## src/hdl/assert_macros.svh

```systemverilog
// assertion macros shared by the rtl files
// each expects a clock named clock and a reset named reset in scope
`ifndef ASSERT_MACROS_SVH
`define ASSERT_MACROS_SVH

// property holds at every edge outside reset
`define ASSERT_ALWAYS(label, prop, msg) \
   label: assert property (@(posedge clock) disable iff (reset) (prop)) \
      else $error(msg);

// same-cycle implication
`define ASSERT_IMPLIES(label, ante, cons, msg) \
   label: assert property (@(posedge clock) disable iff (reset) (ante) |-> (cons)) \
      else $error(msg);

// next-cycle implication
`define ASSERT_NEXT(label, ante, cons, msg) \
   label: assert property (@(posedge clock) disable iff (reset) (ante) |=> (cons)) \
      else $error(msg);

`endif

```

## src/hdl/topk_pkg.sv

```systemverilog
// types and constants of the top-k insertion list
// no dependencies
`timescale 1ns / 1ps
`default_nettype none

package topk_pkg;

   localparam int MAX_ENTRIES = 16;
   localparam int CNT_W       = $clog2(MAX_ENTRIES + 1);
   localparam int IDX_W       = (MAX_ENTRIES > 1) ? $clog2(MAX_ENTRIES) : 1;
   localparam int CAP_W       = 5;
   localparam int RANK_W      = 4;
   localparam int SCORE_W     = 32;
   localparam int TAG_W       = 16;

   localparam logic OP_CONSIDER = 1'b0;
   localparam logic OP_DUMP     = 1'b1;

   typedef struct packed {
      logic [SCORE_W-1:0] score;
      logic [TAG_W-1:0]   tag_first;
      logic [TAG_W-1:0]   tag_second;
      logic [TAG_W-1:0]   tag_third;
   } entry_type;

   typedef enum logic [1:0] {
      CELL_HOLD,
      CELL_INSERT,
      CELL_SHIFT
   } cell_mode_type;

   typedef struct packed {
      cell_mode_type mode;
      entry_type     cand;
   } cell_ctl_type;

   typedef enum logic {
      ST_IDLE,
      ST_DUMP
   } state_type;

   typedef struct packed {
      logic [RANK_W-1:0] rank;
      entry_type         entry;
      logic              empty_res;
      logic              last;
   } rsp_type;

endpackage

`default_nettype wire

```

## src/hdl/topk_if.sv

```systemverilog
// request and response channel interfaces
// no dependencies
`timescale 1ns / 1ps
`default_nettype none

interface topk_req_if;
   logic        valid;
   logic        ready;
   logic        op;
   logic [31:0] score;
   logic [15:0] tag_first;
   logic [15:0] tag_second;
   logic [15:0] tag_third;

   modport source (output valid, op, score, tag_first, tag_second, tag_third,
                   input ready);
   modport sink   (input valid, op, score, tag_first, tag_second, tag_third,
                   output ready);
endinterface

interface topk_rsp_if;
   logic        valid;
   logic        ready;
   logic [3:0]  rank;
   logic [31:0] out_score;
   logic [15:0] out_tag_first;
   logic [15:0] out_tag_second;
   logic [15:0] out_tag_third;
   logic        empty_res;
   logic        last;

   modport source (output valid, rank, out_score, out_tag_first, out_tag_second,
                   out_tag_third, empty_res, last, input ready);
   modport sink   (input valid, rank, out_score, out_tag_first, out_tag_second,
                   out_tag_third, empty_res, last, output ready);
endinterface

`default_nettype wire

```

## src/hdl/topk_cell.sv

```systemverilog
// one slot of the sorted list: holds an entry, compares, shifts
// depends on topk_pkg
`timescale 1ns / 1ps
`default_nettype none

module topk_cell
   import topk_pkg::*;
(
   input  wire logic         clock,
   input  wire cell_ctl_type ctl,
   input  wire logic         occ,
   input  wire logic         prev_ge,
   input  wire entry_type    prev_entry,
   input  wire entry_type    next_entry,
   output entry_type         entry,
   output logic              ge
);

   entry_type entry_ff;
   entry_type entry_in;

   assign ge    = occ && (entry_ff.score >= ctl.cand.score);
   assign entry = entry_ff;

   always_comb begin
      entry_in = entry_ff;
      case (ctl.mode)
         CELL_HOLD: begin
            entry_in = entry_ff;
         end
         CELL_INSERT: begin
            if (ge) begin
               entry_in = entry_ff;
            end else if (prev_ge) begin
               entry_in = ctl.cand;
            end else begin
               entry_in = prev_entry;
            end
         end
         CELL_SHIFT: begin
            entry_in = next_entry;
         end
         default: begin
            entry_in = entry_ff;
         end
      endcase
   end

   always_ff @(posedge clock) begin
      entry_ff <= entry_in;
   end

endmodule

`default_nettype wire

```

## src/hdl/topk_ctrl.sv

```systemverilog
// fill count, capacity, dump sequencer and response register
// depends on topk_pkg, topk_if, assert_macros.svh
`timescale 1ns / 1ps
`default_nettype none
`include "assert_macros.svh"

module topk_ctrl
   import topk_pkg::*;
(
   input  wire logic               clock,
   input  wire logic               reset,
   topk_req_if.sink                req,
   topk_rsp_if.source              rsp,
   input  wire logic               csr_we,
   input  wire logic [CAP_W-1:0]   csr_wdata,
   input  wire entry_type          head_entry,
   input  wire logic [MAX_ENTRIES-1:0] ge,
   output logic [CNT_W-1:0]        cnt,
   output cell_ctl_type            cell_ctl
);

   state_type         state_ff,     state_in;
   logic [CNT_W-1:0]  cnt_ff,       cnt_in;
   logic [CNT_W-1:0]  cap_ff,       cap_in;
   logic [RANK_W-1:0] rank_ff,      rank_in;
   logic              rsp_valid_ff, rsp_valid_in;
   rsp_type           rsp_data_ff,  rsp_data_in;

   logic              req_fire;
   logic              full;
   logic              drop;
   logic              out_free;
   logic [IDX_W-1:0]  cap_idx;
   logic [CNT_W-1:0]  cnt_m1;

   assign req.ready = (state_ff == ST_IDLE);
   assign req_fire  = req.valid && req.ready;
   assign full      = (cnt_ff == cap_ff);
   assign cnt_m1    = cap_ff - CNT_W'(1);
   assign cap_idx   = cnt_m1[IDX_W-1:0];
   assign drop      = full && ge[cap_idx];
   assign out_free  = !rsp_valid_ff || rsp.ready;
   assign cnt       = cnt_ff;

   always_comb begin
      state_in      = state_ff;
      cnt_in        = cnt_ff;
      cap_in        = cap_ff;
      rank_in       = rank_ff;
      rsp_valid_in  = rsp_valid_ff && !rsp.ready;
      rsp_data_in   = rsp_data_ff;
      cell_ctl.mode = CELL_HOLD;
      cell_ctl.cand = '{score: req.score, tag_first: req.tag_first,
                        tag_second: req.tag_second, tag_third: req.tag_third};

      case (state_ff)
         ST_IDLE: begin
            if (req_fire) begin
               if (req.op == OP_DUMP) begin
                  state_in = ST_DUMP;
                  rank_in  = '0;
               end else if (!drop) begin
                  cell_ctl.mode = CELL_INSERT;
                  cnt_in        = full ? cnt_ff : cnt_ff + CNT_W'(1);
               end
            end
         end
         ST_DUMP: begin
            if (out_free) begin
               rsp_valid_in = 1'b1;
               if (cnt_ff == '0) begin
                  rsp_data_in = '{rank: '0, entry: '0, empty_res: 1'b1, last: 1'b1};
                  state_in    = ST_IDLE;
               end else begin
                  rsp_data_in   = '{rank: rank_ff, entry: head_entry, empty_res: 1'b0,
                                    last: (cnt_ff == CNT_W'(1))};
                  cell_ctl.mode = CELL_SHIFT;
                  cnt_in        = cnt_ff - CNT_W'(1);
                  rank_in       = rank_ff + RANK_W'(1);
                  if (cnt_ff == CNT_W'(1)) begin
                     state_in = ST_IDLE;
                  end
               end
            end
         end
         default: begin
            state_in = ST_IDLE;
         end
      endcase

      if (csr_we) begin
         cnt_in = '0;
         if (csr_wdata == '0) begin
            cap_in = CNT_W'(1);
         end else if (int'(csr_wdata) > MAX_ENTRIES) begin
            cap_in = CNT_W'(MAX_ENTRIES);
         end else begin
            cap_in = CNT_W'(csr_wdata);
         end
      end
   end

   always_ff @(posedge clock) begin
      if (reset) begin
         state_ff     <= ST_IDLE;
         cnt_ff       <= '0;
         cap_ff       <= CNT_W'(1);
         rank_ff      <= '0;
         rsp_valid_ff <= 1'b0;
      end else begin
         state_ff     <= state_in;
         cnt_ff       <= cnt_in;
         cap_ff       <= cap_in;
         rank_ff      <= rank_in;
         rsp_valid_ff <= rsp_valid_in;
      end
   end

   always_ff @(posedge clock) begin
      rsp_data_ff <= rsp_data_in;
   end

   assign rsp.valid          = rsp_valid_ff;
   assign rsp.rank           = rsp_data_ff.rank;
   assign rsp.out_score      = rsp_data_ff.entry.score;
   assign rsp.out_tag_first  = rsp_data_ff.entry.tag_first;
   assign rsp.out_tag_second = rsp_data_ff.entry.tag_second;
   assign rsp.out_tag_third  = rsp_data_ff.entry.tag_third;
   assign rsp.empty_res      = rsp_data_ff.empty_res;
   assign rsp.last           = rsp_data_ff.last;

   `ASSERT_ALWAYS(a_cnt_le_cap, (cnt_ff <= cap_ff), "fill count above capacity")
   `ASSERT_ALWAYS(a_ge_prefix, ((ge & (ge + MAX_ENTRIES'(1))) == '0),
                  "list not sorted")
   `ASSERT_NEXT(a_dump_end, (state_ff == ST_DUMP && out_free && cnt_ff == CNT_W'(1)),
                (cnt_ff == '0 && state_ff == ST_IDLE), "dump did not clear list")
   `ASSERT_IMPLIES(a_empty_last, (rsp_valid_ff && rsp_data_ff.empty_res),
                   (rsp_data_ff.last && rsp_data_ff.rank == '0), "bad empty response")

endmodule

`default_nettype wire

```

## src/hdl/top_k_sorted_insert_list_top.sv

```systemverilog
// top level of the top-k insertion list: row of cells plus controller
// depends on topk_pkg, topk_if, topk_cell, topk_ctrl
//
//   channel  dir  handshake     payload
//   req      in   valid/ready   op, score, tag_first, tag_second, tag_third
//   rsp      out  valid/ready   rank, out_score, out_tag_*, empty_res, last
//   csr      in   csr_we        csr_wdata (capacity)
//
// a consider request is taken every cycle while no dump runs; all cells compare in parallel
// a dump sends one response per entry, head first, as the cell row shifts toward
// the head (one response for an empty list); requests wait until it ends
// rsp stalls hold the response register and pause the dump
// synchronous reset clears count, capacity to one and the response valid
`timescale 1ns / 1ps
`default_nettype none

module top_k_sorted_insert_list_top
   import topk_pkg::*;
(
   input  wire logic             clock,
   input  wire logic             reset,
   topk_req_if.sink              req,
   topk_rsp_if.source            rsp,
   input  wire logic             csr_we,
   input  wire logic [CAP_W-1:0] csr_wdata
);

   cell_ctl_type              cell_ctl;
   logic [CNT_W-1:0]          cnt;
   logic [MAX_ENTRIES-1:0]    ge;
   logic [MAX_ENTRIES-1:0]    occ;
   entry_type                 entries [MAX_ENTRIES];

   topk_ctrl u_ctrl (
      .clock      (clock),
      .reset      (reset),
      .req        (req),
      .rsp        (rsp),
      .csr_we     (csr_we),
      .csr_wdata  (csr_wdata),
      .head_entry (entries[0]),
      .ge         (ge),
      .cnt        (cnt),
      .cell_ctl   (cell_ctl)
   );

   for (genvar i = 0; i < MAX_ENTRIES; i++) begin : g_cell
      entry_type prev_entry;
      entry_type next_entry;
      logic      prev_ge;

      assign occ[i] = (cnt > CNT_W'(i));

      if (i == 0) begin : g_head
         assign prev_entry = cell_ctl.cand;
         assign prev_ge    = 1'b1;
      end else begin : g_body
         assign prev_entry = entries[i-1];
         assign prev_ge    = ge[i-1];
      end

      if (i == MAX_ENTRIES - 1) begin : g_tail
         assign next_entry = entries[i];
      end else begin : g_mid
         assign next_entry = entries[i+1];
      end

      topk_cell u_cell (
         .clock      (clock),
         .ctl        (cell_ctl),
         .occ        (occ[i]),
         .prev_ge    (prev_ge),
         .prev_entry (prev_entry),
         .next_entry (next_entry),
         .entry      (entries[i]),
         .ge         (ge[i])
      );
   end

endmodule

`default_nettype wire

```

## src/flat_wrapper.sv

```systemverilog
// flat-port wrapper written by rule: the top's interface ports become plain ports
module top_k_sorted_insert_list_top_flat import topk_pkg::*;
  (clock, reset, csr_we, csr_wdata, req_valid, req_op, req_score, req_tag_first, req_tag_second, req_tag_third, req_ready, rsp_valid, rsp_rank, rsp_out_score, rsp_out_tag_first, rsp_out_tag_second, rsp_out_tag_third, rsp_empty_res, rsp_last, rsp_ready);
  topk_req_if req_i ();
  topk_rsp_if rsp_i ();
  input  wire logic clock;
  input  wire logic reset;
  input  wire logic csr_we;
  input  wire logic [CAP_W-1:0] csr_wdata;
  input wire logic [$bits(req_i.valid)-1:0] req_valid;
  input wire logic [$bits(req_i.op)-1:0] req_op;
  input wire logic [$bits(req_i.score)-1:0] req_score;
  input wire logic [$bits(req_i.tag_first)-1:0] req_tag_first;
  input wire logic [$bits(req_i.tag_second)-1:0] req_tag_second;
  input wire logic [$bits(req_i.tag_third)-1:0] req_tag_third;
  output wire logic [$bits(req_i.ready)-1:0] req_ready;
  output wire logic [$bits(rsp_i.valid)-1:0] rsp_valid;
  output wire logic [$bits(rsp_i.rank)-1:0] rsp_rank;
  output wire logic [$bits(rsp_i.out_score)-1:0] rsp_out_score;
  output wire logic [$bits(rsp_i.out_tag_first)-1:0] rsp_out_tag_first;
  output wire logic [$bits(rsp_i.out_tag_second)-1:0] rsp_out_tag_second;
  output wire logic [$bits(rsp_i.out_tag_third)-1:0] rsp_out_tag_third;
  output wire logic [$bits(rsp_i.empty_res)-1:0] rsp_empty_res;
  output wire logic [$bits(rsp_i.last)-1:0] rsp_last;
  input wire logic [$bits(rsp_i.ready)-1:0] rsp_ready;
  assign req_i.valid = req_valid;
  assign req_i.op = req_op;
  assign req_i.score = req_score;
  assign req_i.tag_first = req_tag_first;
  assign req_i.tag_second = req_tag_second;
  assign req_i.tag_third = req_tag_third;
  assign req_ready = req_i.ready;
  assign rsp_valid = rsp_i.valid;
  assign rsp_rank = rsp_i.rank;
  assign rsp_out_score = rsp_i.out_score;
  assign rsp_out_tag_first = rsp_i.out_tag_first;
  assign rsp_out_tag_second = rsp_i.out_tag_second;
  assign rsp_out_tag_third = rsp_i.out_tag_third;
  assign rsp_empty_res = rsp_i.empty_res;
  assign rsp_last = rsp_i.last;
  assign rsp_i.ready = rsp_ready;
  top_k_sorted_insert_list_top u_core (.clock(clock), .reset(reset), .req(req_i), .rsp(rsp_i), .csr_we(csr_we), .csr_wdata(csr_wdata));
endmodule
```

## config.mk

```make
export PLATFORM = sky130hd
export DESIGN_NAME = top_k_sorted_insert_list_top_flat
export DESIGN_NICKNAME = d
export VERILOG_FILES = /design/src/hdl/topk_pkg.sv /design/src/hdl/topk_if.sv /design/src/hdl/topk_cell.sv /design/src/hdl/topk_ctrl.sv /design/src/hdl/top_k_sorted_insert_list_top.sv /design/src/flat_wrapper.sv
export VERILOG_INCLUDE_DIRS = /design/src /design/src/hdl
export SDC_FILE = /design/constraint.sdc
export NUM_CORES = 2
export LEC_CHECK = 0
export BUFFER_PORTS_ARGS = -buffer_cell sky130_fd_sc_hd__buf_2
export CAP_MARGIN = 20
export CORE_MARGIN = 2
export CORE_UTILIZATION = 48
export CTS_BUF_LIST = sky130_fd_sc_hd__clkbuf_4 sky130_fd_sc_hd__clkbuf_8
export DETAILED_ROUTE_END_ITERATION = 16
export HOLD_SLACK_MARGIN = 0.1
export PLACE_DENSITY = 0.66
export SKIP_LAST_GASP = 1
export SYNTH_ARGS = -nofsm -noshare
export SYNTH_HDL_FRONTEND = slang
export SYNTH_HIERARCHICAL = 1
export SYNTH_SLANG_ARGS = --single-unit
```

## constraint.sdc

```tcl
create_clock -name clock -period 11.4 [get_ports clock]
set_input_delay 0.57 -clock clock [delete_from_list [all_inputs] [get_ports clock]]
set_output_delay 0.57 -clock clock [all_outputs]
set_load 0.005 [all_outputs]
```

==> flow_summary_export.csv <==
group,metric,value,unit
placed_design,hpwl,156000,µm
clock_tree,cts_tree,"built",
finish,nets,8482,
logic_synthesis,synthTopCellsByArea,"edfxtp_1 49%, mux2i_1 16%, ha_1 7.8%, nand2_1 6.4%, o21ai_0 5.3%",
logic_synthesis,yosysWarnings,6,
setup_path,critPathLaunchType,"input pin",
timing,finalCritPeriodShare,69.1,%
finish,multi_input_comb_area,37400,µm²
timing,slew_viol_final,0,
clock_tree,root_buffer,"clkbuf_8",
timing,fin_crit,7.88,ns
placed_design,gp_congestion,0.881,
logic_synthesis,synth_top_area_share,49.4,%
setup_path,crit_chain,"dlygate4sd3_1 -> buf_2 -> buf_4 -> inv_1 -> ha_1 -> nand4_1 -> nor4_1 -> o31a_1 -> o21a_4 -> mux4_2 -> mux2i_1 -> nand3_1 -> nand3_2 -> nor2b_4 -> buf_4 -> nor2_1 -> o41ai_4 -> buf_4 -> buf_4",
logic_synthesis,yosysUniqueCellTypes,65,
clock_tree,clockBufferDepth,3,
clock_tree,clk-insertion-delay-late,1.01,ns
power_and_ir_drop,power_frac_clock,28.2,%
placed_design,port-buffer-count,178,
setup_path,crit_family,"buffers and inverters",
timing,fmax,127,MHz
global_route,first_global_vias,60800,
setup_path,critPathBufInv,7,
timing,max_slew_margin,23.0,%
logic_synthesis,async_reset_ff_share,0,%
power_and_ir_drop,total_power,16000,µW
power_and_ir_drop,swShare,31.9,%
routing,first_iter_violations,5774,
finish,drive_gt1_share,9.46,%
die,start_util,48.4,%
finish,seq_area,41300,µm²
clock_tree,cts_made_buffers,236,
global_route,grt_pass1_wl,361000,µm
logic_synthesis,synthTopCellsByCount,"1,409 x nand2_1, 1,366 x edfxtp_1, 1,287 x mux2i_1, 876 x o21ai_0, 555 x inv_1",
power_and_ir_drop,ir_drop,0.128,mV
finish,fillers,15200,
logic_synthesis,synth_top_area_cell,"edfxtp_1",
setup_path,crit_top_cell,"buf_4",
global_route,grt_max_degree,99,
power_and_ir_drop,leakagePower,0.0309,µW
global_route,antenna_found_initial,13,
logic_synthesis,synth_cells,7838,
hold_path,min_path_type,"input pin to flop",
setup_path,worstPathRequired,11.98,ns
flow_run,cap_violations,0,
die,die_area,176000,µm²
power_and_ir_drop,power.switching,5100,µW
timing,rsz0062_at_grt,"false",
routing,vias,60700,
timing,worst_pin_slew,1.16,ns
die,io_pins,179,
setup_path,end_kind,"flop",
clock_tree,cts_sinks,1382,
logic_synthesis,synth_edf_count,1366,
routing,firstDrtPassIters,6,
global_route,gr-total-overflow,0,
timing,fin_tns_setup,0,ns
timing,setup_violations,0,
routing,post_drt_wl_per_cell,22.8,µm
logic_synthesis,synth_fp_nets,8446,
power_and_ir_drop,power_density,177,nW/µm²
clock_tree,post_cts_resized,0,
global_route,grt_usage,26.4,%
die,die_h,420,µm
finish,area_growth,8.90,%
die,coreArea,172000,µm²
routing,drtAntennaViolNets,0,
clock_tree,clkTransAtPathRegs,0.07,ns
outcome,status,"complete, no violations",
die,dieWidth,420,µm
routing,totalWireLength,237000,µm
logic_synthesis,synth.most_common_cell,"nand2_1",
timing,hold_viol_final,0,
setup_path,ff2ff_path_depth,15,
logic_synthesis,synth_area,83100,µm²
die,rows,152,
logic_synthesis,synth_flop_cell,"edfxtp_1",
logic_synthesis,avgSynthCellArea,10.6,µm²
setup_path,crit_path_top_delay_cell,"nor4_1",
setup_path,crit_path_max_incr_delay,0.95,ns
power_and_ir_drop,p_int,10900,µW
setup_path,cp_num_cells,19,
setup_path,crit_arrival,8.46,ns
setup_path,critPathMaxFanout,95,
clock_tree,htreeDepth,4,
routing,drcViolationCount,0,
power_and_ir_drop,pwr-share-seq,51.3,%
power_and_ir_drop,combPwrFrac,20.5,%
routing,vias_per_cell,5.85,
logic_synthesis,synth_seq_cells,1382,
timing,skew,0.0660,ns
logic_synthesis,ys_seq_area_share,49.8,%
setup_path,path_class,"input pin to flop",
hold_path,whs_path_depth,3,
-- layer usage --
metal	up-vias	GRT usage (%)	routed length [µm]
li1	28300	-	-
met1	29600	34.9	99600
met2	2301	43.2	111000
met3	473	4.41	17600
met4	0	10.3	8960
met5	-	0	0
-- cell families (layout without fill, tap and decap cells) --
group           Yosys count  in the layout  share of synthesized area (%)
compound gates         1728           1728                           11.7
xor+xnor                  9              9                         0.0949
fa+ha+maj               517            517                           7.79
buf+inv                1086           1312                           5.74
flops                  1382           1382                           49.8
mux                    1291           1291                           15.6
other cells               1              6                        0.00451
simple gates           1824           1824                           9.34
-- worst register-to-register path: stages, from the launching register on --
cell and delay (ns):
edfxtp_1 0.46, ha_1 0.33, nand4_1 0.21, nor4_1 0.95, o31a_1 0.43, o21a_4 0.89
mux4_2 0.45, mux2i_1 0.07, nand3_1 0.11, nand3_2 0.53, nor2b_4 0.26, buf_4 0.84
nor2_1 0.21, o41ai_4 0.09, buf_4 0.53, buf_4 0.79
-- registers in the layout, indices dropped and copies added, names as in the netlist --
register and count:
u_core/g_cell.u_cell/entry 1280, u_core/u_ctrl/rsp.out_score 32, u_core/u_ctrl/rsp.out_tag_first 16, u_core/u_ctrl/rsp.out_tag_second 16, u_core/u_ctrl/rsp.out_tag_third 16, u_core/u_ctrl/cap_ff 5
u_core/u_ctrl/cnt 5, u_core/u_ctrl/rank_ff 4, u_core/u_ctrl/rsp.rank 4, u_core/u_ctrl/rsp.empty_res 1, u_core/u_ctrl/rsp.last 1, u_core/u_ctrl/rsp.valid 1
u_core/u_ctrl/state_ff 1
-- power by group through the flow --
| stage | logic (µW) | registers (µW) | clock network, µW |
|---|---|---|---|
| after detailed placement | 3220 | 8270 | 0 |
| final | 3270 | 8200 | 4510 |
| after global placement | 3030 | 8240 | 0 |
| after global routing | 3640 | 8330 | 4800 |
| after CTS | 3240 | 8180 | 4590 |
| after floorplan | 2260 | 8010 | 0 |
-- through the flow --
step | worst slack, ns | cells | hold slack [ns] | area (µm²) | util (%)
6_report | 3.52 | 10400 | 0.192 | 90500 | 52.7
3_5_place_dp | 3.26 | 9915 | 0.527 | 85500 | 49.8
3_3_place_gp | 3.35 | 9911 | 0.503 | 85500 | 49.8
2_1_floorplan | 2.88 | 7838 | 0.476 | 83100 | -
4_1_cts | 3.80 | 10400 | 0.104 | 90400 | 52.7
5_1_grt | 3.50 | 10400 | 0.149 | 90400 | 52.7
-- path summary, 6_finish.rpt --
path	from	end	slack [ns]
worst max register to register	u_core/g_cell[1].u_cell/entry[73]	u_core/g_cell[0].u_cell/entry[52]	3.81
worst min-delay path	req_tag_first[1]	u_core/g_cell[4].u_cell/entry[33]	0.19
worst min register to register	u_core/g_cell[4].u_cell/entry[34]	u_core/g_cell[3].u_cell/entry[34]	0.52
worst max-delay path	req_score[26]	u_core/g_cell[0].u_cell/entry[52]	3.52
-- final cells by class --
class                   instances  share of cell area [%]
clock buffers                 333                    4.43
multi-input cells            5370                    41.3
clock inverters                95                   0.651
diodes                          5                  0.0138
flip-flops and latches       1382                    45.7
repair buffers                327                    2.35
well taps                    2310                    3.20
inverters                     557                    2.31
-- cell usage in the layout (no fill, tap or decap), types with 17 or more instances in the layout --
cell and n:
buf_4 115, inv_1 555, buf_2 179, nor2_1 61
clkinv_2 20, o211ai_1 17, ha_1 517, o21ai_1 462
and2_1 84, edfxtp_1 1366, clkbuf_8 241, dlygate4sd3_1 30
nand3_1 35, o21ai_0 876, clkinv_1 60, mux2i_1 1287
nor3_1 54, a21oi_1 184, clkbuf_4 92, nand4_1 109
a211oi_1 34, nand2_1 1409
-- timing repair --
item                                   in CTS  in global routing
endpoints found under the hold margin      54                  0
setup buffers                               0                  0
hold buffers                               30                  0
Power figures use the tool's default switching activity.
